[src/hw/rtl/bracket_framed_packet_receiver_top_assert.svh]
// assertion macros used by the packet receiver controller
`ifndef BRACKET_FRAMED_PACKET_RECEIVER_TOP_ASSERT_SVH
`define BRACKET_FRAMED_PACKET_RECEIVER_TOP_ASSERT_SVH

// same-cycle implication, checked outside reset
`define BFPR_ASSERT_NOW(lbl, ante, cons, msg) \
	lbl: assert property (@(posedge clk) disable iff (!arst_n) (ante) |-> (cons)) \
		else $error(msg);

// next-cycle implication, checked outside reset
`define BFPR_ASSERT_NEXT(lbl, ante, cons, msg) \
	lbl: assert property (@(posedge clk) disable iff (!arst_n) (ante) |=> (cons)) \
		else $error(msg);

`endif

[src/hw/rtl/bfpr_pkg.sv]
// shared constants and controller/datapath interface types of the packet receiver
package bfpr_pkg;

	// default size of the packet store
	localparam int BUFFER_DEPTH_DEF = 32;

	// framing characters
	localparam logic [7:0] CH_OPEN_NOTE   = 8'h5B; // [
	localparam logic [7:0] CH_OPEN_ADMIN  = 8'h7B; // {
	localparam logic [7:0] CH_OPEN_INSTR  = 8'h28; // (
	localparam logic [7:0] CH_CLOSE_NOTE  = 8'h5D; // ]
	localparam logic [7:0] CH_CLOSE_ADMIN = 8'h7D; // }
	localparam logic [7:0] CH_CLOSE_INSTR = 8'h29; // )
	localparam logic [7:0] CH_DOT         = 8'h2E; // . carried as plain data
	localparam logic [7:0] CH_ZERO        = 8'h30; // 0

	// packet kinds
	localparam logic [1:0] KIND_NOTE  = 2'd0;
	localparam logic [1:0] KIND_ADMIN = 2'd1;
	localparam logic [1:0] KIND_INSTR = 2'd2;

	// configuration register indexes
	localparam int         CFG_IDX_W   = 2;
	localparam logic [1:0] REG_ID_MASK = 2'd0;
	localparam logic [1:0] REG_TIMEOUT = 2'd1;

	localparam logic [15:0] ID_MASK_RESET = 16'd0;
	localparam logic [15:0] TIMEOUT_RESET = 16'd1000;
	localparam logic [15:0] IDLE_MAX      = 16'hFFFF;

	// commands from controller to datapath
	typedef struct packed {
		logic take;        // input transaction accepted
		logic start;       // opener seen, begin a packet
		logic store;       // write byte into the store
		logic clear_fill;  // drop partial packet
		logic finish;      // latch packet summary for emission
		logic rd_issue;    // read next payload byte
		logic out_load;    // load the output register
		logic k_inc;       // advance payload index
	} ctl_cmd_t;

	// status from datapath to controller
	typedef struct packed {
		logic is_tick;
		logic is_opener;
		logic closes;       // closer matching the open bracket
		logic full;
		logic timeout_hit;
		logic pkt_ok;       // id byte present, digit valid, mask bit set
		logic empty;        // no payload bytes
		logic last_res;     // current result is the final one
		logic out_free;
	} dp_status_t;

endpackage

[src/hw/rtl/bfpr_ram.sv]
// generic single write port ram with registered read
module bfpr_ram #(
	parameter int WIDTH = 8,
	parameter int DEPTH = 32
) (
	input  logic                     clk,
	input  logic                     we,
	input  logic [$clog2(DEPTH)-1:0] waddr,
	input  logic [WIDTH-1:0]         wdata,
	input  logic                     re,
	input  logic [$clog2(DEPTH)-1:0] raddr,
	output logic [WIDTH-1:0]         rdata
);

	logic [WIDTH-1:0] mem_q [DEPTH];
	logic [WIDTH-1:0] rdata_q;

	// write port
	always_ff @(posedge clk) begin
		if (we) begin
			mem_q[waddr] <= wdata;
		end
	end

	// registered read port, holds when not reading
	always_ff @(posedge clk) begin
		if (re) begin
			rdata_q <= mem_q[raddr];
		end
	end

	assign rdata = rdata_q;

endmodule

[src/hw/rtl/bfpr_datapath.sv]
// datapath: config registers, idle timer, fill counter, packet store and output register
module bfpr_datapath #(
	parameter int BUFFER_DEPTH = bfpr_pkg::BUFFER_DEPTH_DEF
) (
	input  logic                           clk,
	input  logic                           arst_n,
	input  logic                           func,
	input  logic [7:0]                     rx_byte,
	input  logic                           cfg_valid,
	input  logic [bfpr_pkg::CFG_IDX_W-1:0] cfg_index,
	input  logic [15:0]                    cfg_data,
	input  logic                           out_ready,
	input  bfpr_pkg::ctl_cmd_t             cmd,
	output bfpr_pkg::dp_status_t           status,
	output logic                           out_valid,
	output logic [1:0]                     packet_type,
	output logic [3:0]                     sender_id,
	output logic [7:0]                     data_byte,
	output logic [4:0]                     data_count,
	output logic                           is_empty,
	output logic                           last
);

	localparam int FW = $clog2(BUFFER_DEPTH + 1);
	localparam int AW = $clog2(BUFFER_DEPTH);

	logic [15:0]   id_mask_q;
	logic [15:0]   timeout_q;
	logic [15:0]   idle_q;
	logic [15:0]   idle_next;
	logic [FW-1:0] fill_q;
	logic [FW-1:0] count_q;
	logic [FW-1:0] k_q;
	logic [FW-1:0] rd_addr_full;
	logic [FW+4:0] count_ext;
	logic [1:0]    kind_q;
	logic [1:0]    rx_kind;
	logic [7:0]    idc_q;
	logic [7:0]    id_diff;
	logic          id_ok;
	logic          empty_q;
	logic [3:0]    sid_q;
	logic [7:0]    rd_data;
	logic          out_valid_q;
	logic [1:0]    ptype_q;
	logic [3:0]    osid_q;
	logic [7:0]    obyte_q;
	logic [4:0]    ocount_q;
	logic          oempty_q;
	logic          olast_q;
	logic          closes;

	// configuration writes, unknown indexes ignored
	always_ff @(posedge clk or negedge arst_n) begin
		if (!arst_n) begin
			id_mask_q <= bfpr_pkg::ID_MASK_RESET;
			timeout_q <= bfpr_pkg::TIMEOUT_RESET;
		end else if (cfg_valid) begin
			if (cfg_index == bfpr_pkg::REG_ID_MASK) begin
				id_mask_q <= cfg_data;
			end
			if (cfg_index == bfpr_pkg::REG_TIMEOUT) begin
				timeout_q <= cfg_data;
			end
		end
	end

	// saturating idle tick counter, cleared by any byte
	assign idle_next = (idle_q != bfpr_pkg::IDLE_MAX) ? idle_q + 16'd1 : idle_q;

	always_ff @(posedge clk or negedge arst_n) begin
		if (!arst_n) begin
			idle_q <= '0;
		end else if (cmd.take) begin
			idle_q <= func ? idle_next : '0;
		end
	end

	// opener decode
	always_comb begin
		rx_kind = bfpr_pkg::KIND_NOTE;
		if (rx_byte == bfpr_pkg::CH_OPEN_ADMIN) begin
			rx_kind = bfpr_pkg::KIND_ADMIN;
		end else if (rx_byte == bfpr_pkg::CH_OPEN_INSTR) begin
			rx_kind = bfpr_pkg::KIND_INSTR;
		end
	end

	// closer matching the bracket that opened the packet
	assign closes = (kind_q == bfpr_pkg::KIND_NOTE  && rx_byte == bfpr_pkg::CH_CLOSE_NOTE)
		|| (kind_q == bfpr_pkg::KIND_ADMIN && rx_byte == bfpr_pkg::CH_CLOSE_ADMIN)
		|| (kind_q == bfpr_pkg::KIND_INSTR && rx_byte == bfpr_pkg::CH_CLOSE_INSTR);

	// id digit check
	assign id_diff = idc_q - bfpr_pkg::CH_ZERO;
	assign id_ok   = (idc_q >= bfpr_pkg::CH_ZERO) && (id_diff < 8'd16)
		&& id_mask_q[id_diff[3:0]];

	// packet framing registers
	always_ff @(posedge clk or negedge arst_n) begin
		if (!arst_n) begin
			fill_q <= '0;
			kind_q <= bfpr_pkg::KIND_NOTE;
		end else begin
			if (cmd.start) begin
				fill_q <= FW'(1);
				kind_q <= rx_kind;
			end else if (cmd.clear_fill || cmd.finish) begin
				fill_q <= '0;
			end else if (cmd.store) begin
				fill_q <= fill_q + FW'(1);
			end
		end
	end

	// id byte is the first stored byte after the opener
	always_ff @(posedge clk) begin
		if (cmd.store && fill_q == FW'(1)) begin
			idc_q <= rx_byte;
		end
	end

	// packet summary and emission index
	always_ff @(posedge clk or negedge arst_n) begin
		if (!arst_n) begin
			count_q <= '0;
			k_q     <= '0;
			empty_q <= 1'b0;
			sid_q   <= '0;
		end else if (cmd.finish) begin
			count_q <= fill_q - FW'(2);
			k_q     <= '0;
			empty_q <= (fill_q == FW'(2));
			sid_q   <= id_diff[3:0];
		end else if (cmd.k_inc) begin
			k_q <= k_q + FW'(1);
		end
	end

	// payload store, entry index equals the fill count, which includes the opener
	assign rd_addr_full = k_q + FW'(2);

	bfpr_ram #(
		.WIDTH (8),
		.DEPTH (BUFFER_DEPTH)
	) u_store (
		.clk   (clk),
		.we    (cmd.store),
		.waddr (fill_q[AW-1:0]),
		.wdata (rx_byte),
		.re    (cmd.rd_issue),
		.raddr (rd_addr_full[AW-1:0]),
		.rdata (rd_data)
	);

	// output register
	assign count_ext = (FW+5)'(count_q);

	always_ff @(posedge clk or negedge arst_n) begin
		if (!arst_n) begin
			out_valid_q <= 1'b0;
		end else if (cmd.out_load) begin
			out_valid_q <= 1'b1;
		end else if (out_ready) begin
			out_valid_q <= 1'b0;
		end
	end

	always_ff @(posedge clk) begin
		if (cmd.out_load) begin
			ptype_q  <= kind_q;
			osid_q   <= sid_q;
			obyte_q  <= empty_q ? 8'd0 : rd_data;
			ocount_q <= count_ext[4:0];
			oempty_q <= empty_q;
			olast_q  <= status.last_res;
		end
	end

	// status toward the controller
	always_comb begin
		status.is_tick     = func;
		status.is_opener   = (rx_byte == bfpr_pkg::CH_OPEN_NOTE)
			|| (rx_byte == bfpr_pkg::CH_OPEN_ADMIN) || (rx_byte == bfpr_pkg::CH_OPEN_INSTR);
		status.closes      = closes;
		status.full        = (fill_q >= FW'(BUFFER_DEPTH));
		status.timeout_hit = (idle_next > timeout_q);
		status.pkt_ok      = (fill_q >= FW'(2)) && id_ok;
		status.empty       = (fill_q == FW'(2));
		status.last_res    = empty_q || ((k_q + FW'(1)) == count_q);
		status.out_free    = !out_valid_q || out_ready;
	end

	assign out_valid   = out_valid_q;
	assign packet_type = ptype_q;
	assign sender_id   = osid_q;
	assign data_byte   = obyte_q;
	assign data_count  = ocount_q;
	assign is_empty    = oempty_q;
	assign last        = olast_q;

endmodule

[src/hw/rtl/bfpr_ctrl.sv]
// controller: hunt, fill and emit sequencing of the packet receiver
`include "bracket_framed_packet_receiver_top_assert.svh"

module bfpr_ctrl (
	input  logic                 clk,
	input  logic                 arst_n,
	input  logic                 in_valid,
	output logic                 in_ready,
	input  bfpr_pkg::dp_status_t status,
	output bfpr_pkg::ctl_cmd_t   cmd
);

	typedef enum logic [3:0] {
		ST_HUNT = 4'b0001,
		ST_PKT  = 4'b0010,
		ST_RD   = 4'b0100,
		ST_WR   = 4'b1000
	} state_t;

	state_t state_q;
	state_t state_d;
	logic   take;

	assign in_ready = (state_q == ST_HUNT) || (state_q == ST_PKT);
	assign take     = in_valid && in_ready;

	// next state and datapath commands
	always_comb begin
		state_d = state_q;
		cmd     = '0;
		cmd.take = take;
		unique case (state_q)
			ST_HUNT: begin
				if (take && !status.is_tick && status.is_opener) begin
					cmd.start = 1'b1;
					state_d   = ST_PKT;
				end
			end
			ST_PKT: begin
				if (take) begin
					priority if (status.is_tick) begin
						if (status.timeout_hit) begin
							cmd.clear_fill = 1'b1;
							state_d        = ST_HUNT;
						end
					end else if (status.closes) begin
						if (status.pkt_ok) begin
							cmd.finish = 1'b1;
							state_d    = status.empty ? ST_WR : ST_RD;
						end else begin
							cmd.clear_fill = 1'b1;
							state_d        = ST_HUNT;
						end
					end else if (status.full) begin
						cmd.clear_fill = 1'b1;
						state_d        = ST_HUNT;
					end else begin
						cmd.store = 1'b1;
					end
				end
			end
			ST_RD: begin
				cmd.rd_issue = 1'b1;
				state_d      = ST_WR;
			end
			ST_WR: begin
				if (status.out_free) begin
					cmd.out_load = 1'b1;
					if (status.last_res) begin
						state_d = ST_HUNT;
					end else begin
						cmd.k_inc = 1'b1;
						state_d   = ST_RD;
					end
				end
			end
			default: begin
				state_d = ST_HUNT;
			end
		endcase
	end

	// state register
	always_ff @(posedge clk or negedge arst_n) begin
		if (!arst_n) begin
			state_q <= ST_HUNT;
		end else begin
			state_q <= state_d;
		end
	end

	// a store read is always followed by loading its result
	`BFPR_ASSERT_NEXT(a_rd_then_wr, state_q == ST_RD, state_q == ST_WR,
		"store read not followed by output load")
	// a blocked output keeps the emitter waiting
	`BFPR_ASSERT_NEXT(a_wr_stall, state_q == ST_WR && !status.out_free, state_q == ST_WR,
		"emitter left wait state with output still full")
	// a timed out tick inside a packet returns to hunting
	`BFPR_ASSERT_NEXT(a_timeout_drop,
		take && state_q == ST_PKT && status.is_tick && status.timeout_hit,
		state_q == ST_HUNT, "timeout did not drop the partial packet")
	// no input transaction while results are being emitted
	`BFPR_ASSERT_NOW(a_no_take_emit, state_q == ST_RD || state_q == ST_WR, !take,
		"input transaction accepted during emission")

endmodule

[src/hw/rtl/bracket_framed_packet_receiver_top.sv]
// Bracket-framed packet receiver. Each input transaction is a received byte or one time tick.
// Bytes between an opener ('[', '{', '(') and its matching closer are kept in a
// BUFFER_DEPTH-entry store memory; the byte after the opener is the sender id digit,
// checked against id_mask. On an accepted close the block stops taking input and gives out
// one result per payload byte, each by a store memory read and then an output register load;
// an empty packet gives a single result by the output register load alone. Input is held
// until the last result is loaded, and the load waits while the output side stalls. A partial
// packet is dropped when the idle tick count exceeds timeout_ticks or when a non-closing byte
// arrives with the store full. The store needs no clearing after reset. Configuration writes
// are taken in any cycle; index 0 is id_mask, index 1 timeout_ticks, other indexes ignored.
module bracket_framed_packet_receiver_top #(
	parameter int BUFFER_DEPTH = bfpr_pkg::BUFFER_DEPTH_DEF
) (
	input  logic                           clk,
	input  logic                           arst_n,
	// input channel
	input  logic                           in_valid,
	output logic                           in_ready,
	input  logic                           func,
	input  logic [7:0]                     rx_byte,
	// result channel
	output logic                           out_valid,
	input  logic                           out_ready,
	output logic [1:0]                     packet_type,
	output logic [3:0]                     sender_id,
	output logic [7:0]                     data_byte,
	output logic [4:0]                     data_count,
	output logic                           is_empty,
	output logic                           last,
	// configuration channel
	input  logic                           cfg_valid,
	output logic                           cfg_ready,
	input  logic [bfpr_pkg::CFG_IDX_W-1:0] cfg_index,
	input  logic [15:0]                    cfg_data
);

	bfpr_pkg::ctl_cmd_t   cmd;
	bfpr_pkg::dp_status_t status;

	// registers accept every configuration transaction at once
	assign cfg_ready = 1'b1;

	bfpr_ctrl u_ctrl (
		.clk      (clk),
		.arst_n   (arst_n),
		.in_valid (in_valid),
		.in_ready (in_ready),
		.status   (status),
		.cmd      (cmd)
	);

	bfpr_datapath #(
		.BUFFER_DEPTH (BUFFER_DEPTH)
	) u_datapath (
		.clk         (clk),
		.arst_n      (arst_n),
		.func        (func),
		.rx_byte     (rx_byte),
		.cfg_valid   (cfg_valid),
		.cfg_index   (cfg_index),
		.cfg_data    (cfg_data),
		.out_ready   (out_ready),
		.cmd         (cmd),
		.status      (status),
		.out_valid   (out_valid),
		.packet_type (packet_type),
		.sender_id   (sender_id),
		.data_byte   (data_byte),
		.data_count  (data_count),
		.is_empty    (is_empty),
		.last        (last)
	);

endmodule

[config.mk]
export PLATFORM = sky130hd
export DESIGN_NAME = bracket_framed_packet_receiver_top
export DESIGN_NICKNAME = d
export VERILOG_FILES = /design/src/hw/rtl/bfpr_pkg.sv /design/src/hw/rtl/bfpr_ram.sv /design/src/hw/rtl/bfpr_datapath.sv /design/src/hw/rtl/bfpr_ctrl.sv /design/src/hw/rtl/bracket_framed_packet_receiver_top.sv
export VERILOG_INCLUDE_DIRS = /design/src /design/src/hw/rtl
export SDC_FILE = /design/constraint.sdc
export NUM_CORES = 1
export LEC_CHECK = 0
export BUFFER_PORTS_ARGS = -buffer_cell sky130_fd_sc_hd__buf_2
export CORE_MARGIN = 4
export CORE_UTILIZATION = 54
export CTS_BUF_LIST = sky130_fd_sc_hd__clkbuf_4 sky130_fd_sc_hd__clkbuf_8
export CTS_CLUSTER_DIAMETER = 120
export DETAILED_ROUTE_END_ITERATION = 12
export GPL_TIMING_DRIVEN = 0
export PLACE_DENSITY_LB_ADDON = 0.2
export SLEW_MARGIN = 20
export SYNTH_ARGS = -nofsm -noshare
export SYNTH_HDL_FRONTEND = slang
export SYNTH_SLANG_ARGS = --single-unit
export TNS_END_PERCENT = 30
[constraint.sdc]
create_clock -name clk -period 3.4 [get_ports clk]
set_input_delay 0.34 -clock clk [delete_from_list [all_inputs] [get_ports clk]]
set_output_delay 0.34 -clock clk [all_outputs]
set_load 0.01 [all_outputs]
==> out/qor.json, run 1 <==
{
  "sta": {
    "timing_hold_violations_final": 0,
    "final.period_utilization": 0.977,
    "whs_ns": 0.103,
    "fmax_mhz": 301,
    "timing.max_slew.rel_slack": 0.353,
    "final.min_clock_period_ns": 3.32,
    "finalWorstSetupSlack_ns": 0.0766,
    "clock_skew_ns": 0.0343,
    "report.final.setup_viol": 0,
    "final_max_slew_viol_count": 0,
    "grt_setup_unrepaired": "yes",
    "tightest_pin_transition_ns": 0.969
  },
  "cts": {
    "path_clk_slew_ns": 0.06,
    "clock_tree_root_driver_cell": "clkbuf_8",
    "ctsHtreeMaxLevel": 2,
    "tritoncts.num_buffers": 58,
    "max-clock-path-buffers": 3,
    "cts_tree": "yes",
    "clock_sink_count": 371,
    "worstSkewPairLatency_ns": 0.59
  },
  "final_layout": {
    "layout.cells.non_filler": 1483,
    "fraction_of_final_layout_cells_with_drive_strength_greater_than_1": 0.311,
    "synthToLayoutAreaGrowth_pct": 14.9,
    "antenna_cells_inserted": 0,
    "final_net_count": 1112
  },
  "worst_setup_path": {
    "worst_r2r_endpoint": "u_datapath.idc_q[5]",
    "worstPathRequired_ns": 3.60,
    "critical_path.top_delay_family": "simple AND/OR/NAND/NOR gates",
    "crit-reg2reg-launch": "u_ctrl.state_q[2]",
    "cell_with_the_largest_stage_delay_on_the_worst_path": "nor2_1",
    "reg2reg_depth": 7,
    "series_of_cell_instances_along_the_critical_path": "nor2_1 -> nand4b_1 -> nor3_1 -> and2_0 -> clkbuf_1 -> nand2_1 -> nor2_1",
    "worst_setup_path_end_kind": "register",
    "worst-path-buf-inv": 1,
    "worst_path_largest_cell_delay_ns": 0.66,
    "timing.critical_path.fanout_max": 9,
    "critPathMostFrequentCell": "nor2_1",
    "timing.critical_path.arrival_ns": 3.53,
    "timing.setup.critical_path_class": "reg2reg",
    "worstSetupStartpoint": "u_ctrl.state_q[2]",
    "r2r_setup_slack_ns": 0.08,
    "kind_of_start_point_of_the_critical_path": "register"
  },
  "floorplan": {
    "design.die.area_um2": 31900,
    "floorplan.io_pins": 56,
    "fp-row-count": 62,
    "std_cell_core_area_um2": 28700,
    "die_w_um": 179,
    "initial_utilization": 0.548,
    "dieHeight_um": 179
  },
  "logic_synthesis": {
    "synth.top_cells.by_area": "edfxtp_1, mux4_2, dfrtp_1, mux2_2, ha_1",
    "postSynth.topFlopCell": "edfxtp_1",
    "synth.lib_cells_used.distinct": 62,
    "synth_enable_flop_cells": 293,
    "synthesized_area_fraction_occupied_by_ao_oa_aoi_and_oai_cells": 0.0335,
    "ys_async_sr_fraction": 0.210,
    "synth_largest_area_cell": "edfxtp_1",
    "synth.yosys.seq_area_share": 0.684,
    "synthesis.area_per_instance_um2": 17.2,
    "ys_seq_elements": 371,
    "post_synth_and_or_nand_nor_area_fraction": 0.0644,
    "largest_family_of_logic_cells_by_synthesized_area": "multiplexers",
    "post_synthesis_cells": 917,
    "synth_nets": 975,
    "synth_xor_area_frac": 0.0150,
    "proportion_of_synthesized_area_in_mux_cells": 0.165,
    "synth-adder-area-share": 0.0207,
    "netlist_area_um2": 15700,
    "yosys_warnings": 0,
    "synth_top_cell_area_share": 0.559
  },
  "power_and_ir_drop": {
    "report.power.total_uw": 9410,
    "p_per_area_nw_per_um2": 520,
    "vdd_ir_drop_max_mv": 0.314,
    "share_clk_of_total_power": 0.394,
    "power.share.combinational": 0.063,
    "static-leakage-power_uw": 0.00640,
    "switching_share": 0.220,
    "power.internal_uw": 7340,
    "switching_power_uw": 2070,
    "power.sequential.fraction": 0.543
  },
  "place": {
    "port_buffers": 54,
    "detailedPlace.worstSlack_ns": -0.786,
    "place_congestion": 0.858,
    "dpl.cell_count": 1358,
    "dp_hpwl_mm": 21.8
  },
  "global_routing": {
    "first_global_vias": 8653,
    "grt_pass1_wl_mm": 51.2,
    "grt_antenna_before_repair": 0,
    "grt_remaining_overflow": 0,
    "globalRouteTotalUtil": 0.214,
    "grt_start_max_net_pins": 56
  },
  "routing": {
    "routed_via_density": 5.86,
    "drc": 0,
    "drtAntennaViolNets": 0,
    "drt_wl_total_mm": 33.5,
    "detailedRoute.firstIterationViolations": 943,
    "wire_length_per_cell_after_detailed_routing_um": 22.6,
    "first_pass_iters": 5,
    "route.vias.total": 8691
  },
  "worst_hold_path": {
    "min-delay-start": "out_ready",
    "hold_path_depth": 3,
    "min_delay_worst_endpoint": "u_datapath.out_valid",
    "class_of_the_tightest_hold_or_removal_check": "in2reg"
  },
  "run": {
    "drv_cap": 0
  },
  "run_status": {
    "run_status": "finished clean"
  }
}
-- worst reg2reg max path: stages (launching register included) --
cell and delay, ns:
dfrtp_1 0.46, nor2_1 0.18, nand4b_1 0.16, nor3_1 0.49
and2_0 0.20, clkbuf_1 0.24, nand2_1 0.55, nor2_1 0.67
-- cell usage after synthesis, types with 11 or more instances --
master	number
nand3_1	22
o21ai_0	20
nand2_1	31
nor2b_1	11
xnor2_1	17
ha_1	26
mux4_2	81
nor3_1	11
a21oi_1	22
inv_1	32
dfrtp_1	71
edfxtp_1	293
clkbuf_1	23
nor2_1	66
mux2_2	42
-- state kept, by name, summed over array words and instances (netlist names), 5 cells and up --
register	flops
u_datapath.count_q	6
u_datapath.data_byte	8
u_datapath.data_count	5
u_datapath.fill_q	6
u_datapath.id_mask_q	16
u_datapath.idc_q	8
u_datapath.idle_q	16
u_datapath.k_q	6
u_datapath.timeout_q	16
u_datapath.u_store.mem_q	256
u_datapath.u_store.rdata	8
-- per-layer routing --
layer  share of wire  global-route usage  up-vias
met5               0                   0        -
met4           0.020              0.0534        0
met3           0.069              0.0396       54
met2            0.48               0.338      326
met1            0.43               0.315     4429
li1                -                   -     3882
-- area by class of cell --
class / count / area (um^2)
Inverter: 32 / 120
Sequential cell: 371 / 10800
Clock inverter: 17 / 103
Clock buffer: 88 / 1060
Fill cell: 2110 / 10600
Buffer: 33 / 154
Multi-Input combinational cell: 478 / 4860
Tap cell: 384 / 480
Timing Repair Buffer: 80 / 528
-- cells in the final DEF (no fill, tap or decap), types with 8 or more instances in the layout --
cell,count
clkbuf_8,64
xor2_1,9
a21oi_1,22
inv_1,32
nor2_2,12
dfrtp_1,64
clkbuf_4,24
mux2_2,42
edfxtp_1,293
nor3_1,8
clkinv_1,8
mux4_2,81
clkbuf_1,20
buf_2,59
buf_4,10
nor2_1,54
o21ai_0,19
mux2i_1,10
nand2_1,31
nor2b_1,11
mux2_1,10
ha_1,25
xnor2_1,17
dlygate4sd3_1,17
nand3_1,19
-- worst max-delay path by stage --
| stage | end | slack, ns | cells after the start |
|---|---|---|---|
| 6_report | u_datapath.idc_q[5] | 0.08 | 7 |
| 5_1_grt | u_datapath.idc_q[5] | -0.22 | 7 |
| 4_1_cts | u_ctrl.state_q[0] | 0.02 | 12 |
| 3_5_place_dp | u_datapath.fill_q[2] | -0.79 | 14 |
| 3_3_place_gp | u_datapath.fill_q[1] | -0.75 | 14 |
| 2_1_floorplan | u_ctrl.state_q[0] | 0.08 | 13 |
-- power by group through the flow --
stage / combinational [uW] / sequential [uW] / clock [uW]
2_1_floorplan: 351 / 5150 / 0
3_3_place_gp: 527 / 5170 / 0
3_5_place_dp: 553 / 5180 / 0
4_1_cts: 558 / 5110 / 3780
5_1_grt: 671 / 5130 / 4000
6_report: 591 / 5110 / 3710
-- cell families (layout without fill, tap and decap cells) --
kind of cell             count (synthesis)  count (layout)
buffers and inverters                   68             250
XOR/XNOR                                27              27
AND/OR/NAND/NOR                        197             197
AO/OA/AOI/OAI                           81              81
adder cells (fa/ha/maj)                 26              26
flip-flops                             371             371
multiplexers                           146             146
other                                    1               1
-- metrics by stage --
stage | area [um^2] | setup TNS (ns) | utilization
6_report | 18100 | 0 | 0.630
5_1_grt | 18100 | -29.15 | 0.630
4_1_cts | 18000 | 0 | 0.625
3_5_place_dp | 16500 | -104.24 | 0.576
3_3_place_gp | 16500 | -81.30 | 0.574
2_1_floorplan | 15700 | 0 | -
-- timing repair --
| action | 4_1_cts | 5_1_grt |
|---|---|---|
| endpoints found under the setup margin | 10 | 216 |
| hold buffers | 17 | 0 |
| buffers inserted | 1 | 5 |
| pin swaps | 2 | 4 |
| hold endpoints to repair | 53 | 0 |
| gates resized for setup | 23 | 25 |
Note: power is estimated with default switching activity, not from simulation.
==> run 2, diff against run 1 <==
PLACE_DENSITY_LB_ADDON = 0.25   (was 0.2)
==> out/qor.json, run 2 (same netlist as run 1, synthesis figures left out) <==
{
  "run_status": {
    "run_status": "finished with violations",
    "violations": "setup timing"
  },
  "floorplan": {
    "std_cell_core_area_um2": 28700,
    "design.die.area_um2": 31900,
    "dieHeight_um": 179,
    "floorplan.io_pins": 56,
    "initial_utilization": 0.548,
    "fp-row-count": 62,
    "die_w_um": 179
  },
  "routing": {
    "drc": 0,
    "first_pass_iters": 5,
    "drt_wl_total_mm": 32.5,
    "routed_via_density": 5.78,
    "route.vias.total": 8575,
    "detailedRoute.firstIterationViolations": 774,
    "drtAntennaViolNets": 0,
    "wire_length_per_cell_after_detailed_routing_um": 21.9
  },
  "worst_setup_path": {
    "kind_of_start_point_of_the_critical_path": "register",
    "r2r_setup_slack_ns": -0.009,
    "worst_setup_path_endpoint": "u_datapath.u_store.mem_q[13][6]",
    "worst_setup_path_end_kind": "register",
    "reg2reg_depth": 7,
    "timing.setup.critical_path_class": "reg2reg",
    "worstPathRequired_ns": 3.59,
    "timing.critical_path.fanout_max": 9,
    "timing.critical_path.arrival_ns": 3.60,
    "worstSetupStartpoint": "u_ctrl.state_q[3]",
    "worst_r2r_endpoint": "u_datapath.u_store.mem_q[13][6]",
    "crit-reg2reg-launch": "u_ctrl.state_q[3]"
  },
  "cts": {
    "clock_sink_count": 371,
    "ctsHtreeMaxLevel": 2,
    "max-clock-path-buffers": 3,
    "path_clk_slew_ns": 0.06,
    "tritoncts.num_buffers": 58,
    "cts_tree": "yes",
    "clock_tree_root_driver_cell": "clkbuf_8",
    "worstSkewPairLatency_ns": 0.59
  },
  "global_routing": {
    "globalRouteTotalUtil": 0.209,
    "grt_start_max_net_pins": 55,
    "grt_remaining_overflow": 0,
    "grt_antenna_before_repair": 0,
    "first_global_vias": 8635,
    "grt_pass1_wl_mm": 50.2
  },
  "final_layout": {
    "fraction_of_final_layout_cells_with_drive_strength_greater_than_1": 0.310,
    "largest_register_ff_count": 256,
    "final_cell_mix": "edfxtp_1, mux4_2, dfrtp_1",
    "final_net_count": 1111,
    "finalCoreUtilization": 0.631,
    "largest-register": "u_datapath.u_store.mem_q",
    "synthToLayoutAreaGrowth_pct": 15.2,
    "layout.cells.most_common": "edfxtp_1",
    "layout.cells.non_filler": 1484,
    "antenna_cells_inserted": 0
  },
  "sta": {
    "whs_ns": 0.107,
    "tightest_pin_transition_ns": 1.03,
    "timing_hold_violations_final": 0,
    "clock_skew_ns": 0.0302,
    "report.final.setup_viol": 7,
    "finalWorstSetupSlack_ns": -0.00918,
    "fmax_mhz": 293,
    "final.min_clock_period_ns": 3.41,
    "final.period_utilization": 1.00,
    "timing.max_slew.rel_slack": 0.314,
    "grt_setup_unrepaired": "yes",
    "final_max_slew_viol_count": 0
  },
  "power_and_ir_drop": {
    "power.share.combinational": 0.061,
    "p_per_area_nw_per_um2": 525,
    "vdd_ir_drop_max_mv": 0.346,
    "power.internal_uw": 7460,
    "power.sequential.fraction": 0.537,
    "switching_power_uw": 2060,
    "static-leakage-power_uw": 0.00642,
    "share_clk_of_total_power": 0.402,
    "switching_share": 0.216
  },
  "place": {
    "dpl.cell_count": 1358,
    "place_congestion": 0.863,
    "port_buffers": 54,
    "dp_hpwl_mm": 21.6,
    "detailedPlace.worstSlack_ns": -0.852
  },
  "worst_hold_path": {
    "class_of_the_tightest_hold_or_removal_check": "in2reg"
  },
  "run": {
    "drv_cap": 0
  }
}
run 2: worst max-delay path, stage by stage, from the launching register on:
cell,delay [ns]
dfrtp_1,0.47
nor2_1,0.16
nand4b_1,0.15
nor3_1,0.54
and2_0,0.21
clkbuf_1,0.24
nand2_1,0.45
nor2_1,0.78
run 2: stage by stage:
step | area [um^2] | total power [uW] | setup TNS [ns]
after floorplan | 15700 | 5510 | 0
after global placement | 16500 | 5690 | -77.96
after detailed placement | 16500 | 5730 | -98.54
after CTS | 18000 | 9580 | 0
after global routing | 18100 | 9910 | -9.90
final | 18100 | 9520 | -0.0206
run 2: metal layers:
layer | GRT usage | vias to the layer above | share of wire
met5 | 0 | - | 0
met4 | 0.0656 | 0 | 0.026
met3 | 0.0409 | 60 | 0.061
met2 | 0.330 | 306 | 0.49
met1 | 0.300 | 4320 | 0.43
li1 | - | 3889 | -
run 2: power by group through the flow:
| stage | clock network (uW) | logic (uW) | registers [uW] |
|---|---|---|---|
| 2_1_floorplan | 0 | 351 | 5150 |
| 3_3_place_gp | 0 | 519 | 5170 |
| 3_5_place_dp | 0 | 547 | 5180 |
| 4_1_cts | 3910 | 556 | 5110 |
| 5_1_grt | 4140 | 654 | 5120 |
| 6_report | 3830 | 577 | 5110 |
run 2: worst min-delay path by stage:
stage	start	cells past startpoint	slack [ns]	to
6_report	out_ready	3	0.11	u_datapath.out_valid
5_1_grt	out_ready	3	0.09	u_datapath.out_valid
4_1_cts	out_ready	3	0.07	u_datapath.out_valid
3_5_place_dp	arst_n	1	0.28	u_datapath.k_q[2]
3_3_place_gp	u_datapath.sid_q[2]	0	0.43	u_datapath.sender_id[2]
2_1_floorplan	arst_n	0	0.04	u_ctrl.state_q[1]
run 2: layout make-up:
class                      count  area, um^2
inverter                      32         120
sequential                   371       10800
tap                          384         480
buffer                        32         149
clock inverter                21         178
fill                        2072       10600
timing repair buffer          80         526
multi-input combinational    478        4860
clock buffer                  86        1040
run 2: timing repair:
action / in CTS / in global routing
hold buffers: 17 / 0
buffers inserted: 1 / 5
gates resized for setup: 24 / 23
pin swaps: 3 / 4
gates cloned: 0 / 0
hold endpoints to repair: 56 / 0
endpoints found under the setup margin: 10 / 182
==> run 3, diff against run 2 <==
SKIP_CTS_REPAIR_TIMING = 1   (was default)
==> out/qor.json, run 3 (same netlist as run 1, synthesis figures left out) <==
{
  "sta": {
    "final.period_utilization": 1.01,
    "clock_skew_ns": 0.0322,
    "timing.max_slew.rel_slack": 0.321,
    "finalWorstSetupSlack_ns": -0.0180,
    "setup_tns_ns": -0.0880,
    "final.min_clock_period_ns": 3.42,
    "tightest_pin_transition_ns": 1.02,
    "grt_setup_unrepaired": "yes",
    "timing_hold_violations_final": 0,
    "final_max_slew_viol_count": 0,
    "fmax_mhz": 293,
    "report.final.setup_viol": 8
  },
  "cts": {
    "clock_sink_count": 371,
    "clock_tree_root_driver_cell": "clkbuf_8",
    "worstSkewPairLatency_ns": 0.59,
    "ctsHtreeMaxLevel": 2,
    "max-clock-path-buffers": 3,
    "cts_tree": "yes",
    "tritoncts.num_buffers": 58,
    "path_clk_slew_ns": 0.06
  },
  "worst_setup_path": {
    "worstPathRequired_ns": 3.59,
    "reg2reg_depth": 7,
    "worst_r2r_endpoint": "u_datapath.u_store.mem_q[13][6]",
    "timing.critical_path.arrival_ns": 3.61,
    "r2r_setup_slack_ns": -0.02,
    "worst_setup_path_endpoint": "u_datapath.u_store.mem_q[13][6]",
    "worst_setup_path_end_kind": "register",
    "worstSetupStartpoint": "u_ctrl.state_q[3]",
    "crit-reg2reg-launch": "u_ctrl.state_q[3]",
    "kind_of_start_point_of_the_critical_path": "register",
    "timing.setup.critical_path_class": "reg2reg",
    "timing.critical_path.fanout_max": 9
  },
  "power_and_ir_drop": {
    "p_per_area_nw_per_um2": 526,
    "power.internal_uw": 7450,
    "switching_power_uw": 2070,
    "power.sequential.fraction": 0.537,
    "report.power.total_uw": 9520,
    "vdd_ir_drop_max_mv": 0.346,
    "static-leakage-power_uw": 0.00642,
    "power.share.combinational": 0.059,
    "share_clk_of_total_power": 0.404,
    "switching_share": 0.217
  },
  "final_layout": {
    "layout.cells.most_common": "edfxtp_1",
    "largest_register_ff_count": 256,
    "layout.filler_cells": 2068,
    "antenna_cells_inserted": 0,
    "final_cell_mix": "edfxtp_1, mux4_2, dfrtp_1",
    "fraction_of_final_layout_cells_with_drive_strength_greater_than_1": 0.311,
    "synthToLayoutAreaGrowth_pct": 15.0,
    "final_net_count": 1109,
    "largest-register": "u_datapath.u_store.mem_q"
  },
  "worst_hold_path": {
    "class_of_the_tightest_hold_or_removal_check": "in2reg",
    "hold_path_depth": 2
  },
  "place": {
    "place_congestion": 0.863,
    "dp_hpwl_mm": 21.6,
    "port_buffers": 54
  },
  "global_routing": {
    "grt_antenna_before_repair": 0,
    "grt_remaining_overflow": 0,
    "grt_pass1_wl_mm": 49.4,
    "first_global_vias": 8505,
    "grt_start_max_net_pins": 55,
    "globalRouteTotalUtil": 0.206
  },
  "routing": {
    "drt_wl_total_mm": 32.7,
    "route.vias.total": 8590,
    "routed_via_density": 5.80,
    "first_pass_iters": 6,
    "wire_length_per_cell_after_detailed_routing_um": 22.0,
    "detailedRoute.firstIterationViolations": 766,
    "drc": 0,
    "drtAntennaViolNets": 0
  },
  "run_status": {
    "run_status": "finished with violations",
    "violations": "setup timing"
  },
  "run": {
    "drv_cap": 0
  },
  "floorplan": {
    "fp-row-count": 62,
    "die_w_um": 179,
    "std_cell_core_area_um2": 28700,
    "design.die.area_um2": 31900,
    "dieHeight_um": 179,
    "floorplan.io_pins": 56,
    "initial_utilization": 0.548
  }
}
-- run 3: changes by cell type in the layout (fill, tap and decap cells not counted), sizes merged --
cell / change
buf: +2
dlygate4sd3: -4
-- run 3: critical path: stages (launching register included) --
cell and delay (ns):
dfrtp_1 0.46, nor2_1 0.16, nand4b_1 0.15, nor3_1 0.55, and2_0 0.21, clkbuf_1 0.25
nand2_1 0.45, nor2_1 0.78
-- run 3: worst min path at each step --
stage	start	to	slack [ns]
after floorplan	arst_n	u_ctrl.state_q[1]	0.04
after global placement	u_datapath.sid_q[2]	u_datapath.sender_id[2]	0.43
after detailed placement	arst_n	u_datapath.k_q[2]	0.28
after CTS	arst_n	u_datapath.fill_q[2]	-0.36
after global routing	cfg_data[15]	u_datapath.timeout_q[15]	0.0009
final	cfg_data[8]	u_datapath.id_mask_q[8]	0.01
-- run 3: power groups by stage --
| stage | registers [uW] | clock network, uW | logic [uW] |
|---|---|---|---|
| floorplan | 5150 | 0 | 351 |
| global placement | 5170 | 0 | 519 |
| detailed placement | 5180 | 0 | 547 |
| CTS | 5090 | 3910 | 550 |
| global route | 5130 | 4140 | 639 |
| finish | 5120 | 3840 | 564 |
-- run 3: layer usage --
metal	wire, um	global-route usage	share of wire	vias up
met4	813	0.0656	0.025	0
met5	0	0	0	-
met3	1940	0.0409	0.059	56
met2	15800	0.321	0.48	287
li1	-	-	-	3885
met1	14100	0.299	0.43	4362
-- run 3: per-stage QoR --
stage | utilization | instance area, um^2 | setup WS, ns | hold WS [ns] | std cells
after CTS | 0.618 | 17800 | -0.878 | -0.365 | 1465
after floorplan | - | 15700 | 0.0781 | 0.0444 | 917
final | 0.630 | 18100 | -0.0180 | 0.0134 | 1482
after global routing | 0.630 | 18100 | -0.149 | 0.000898 | 1482
after detailed placement | 0.576 | 16500 | -0.852 | 0.276 | 1358
after global placement | 0.574 | 16500 | -0.800 | 0.430 | 1355
-- run 3: final cells by class --
type / count / area [um^2] / share of cell area
sequential: 371 / 10800 / 0.595
inverter: 32 / 120 / 0.00664
clock buffer: 86 / 1040 / 0.0575
buffer: 32 / 149 / 0.00823
tap: 384 / 480 / 0.0266
multi-input combinational: 478 / 4860 / 0.269
timing repair buffer: 78 / 500 / 0.0277
clock inverter: 21 / 178 / 0.00982
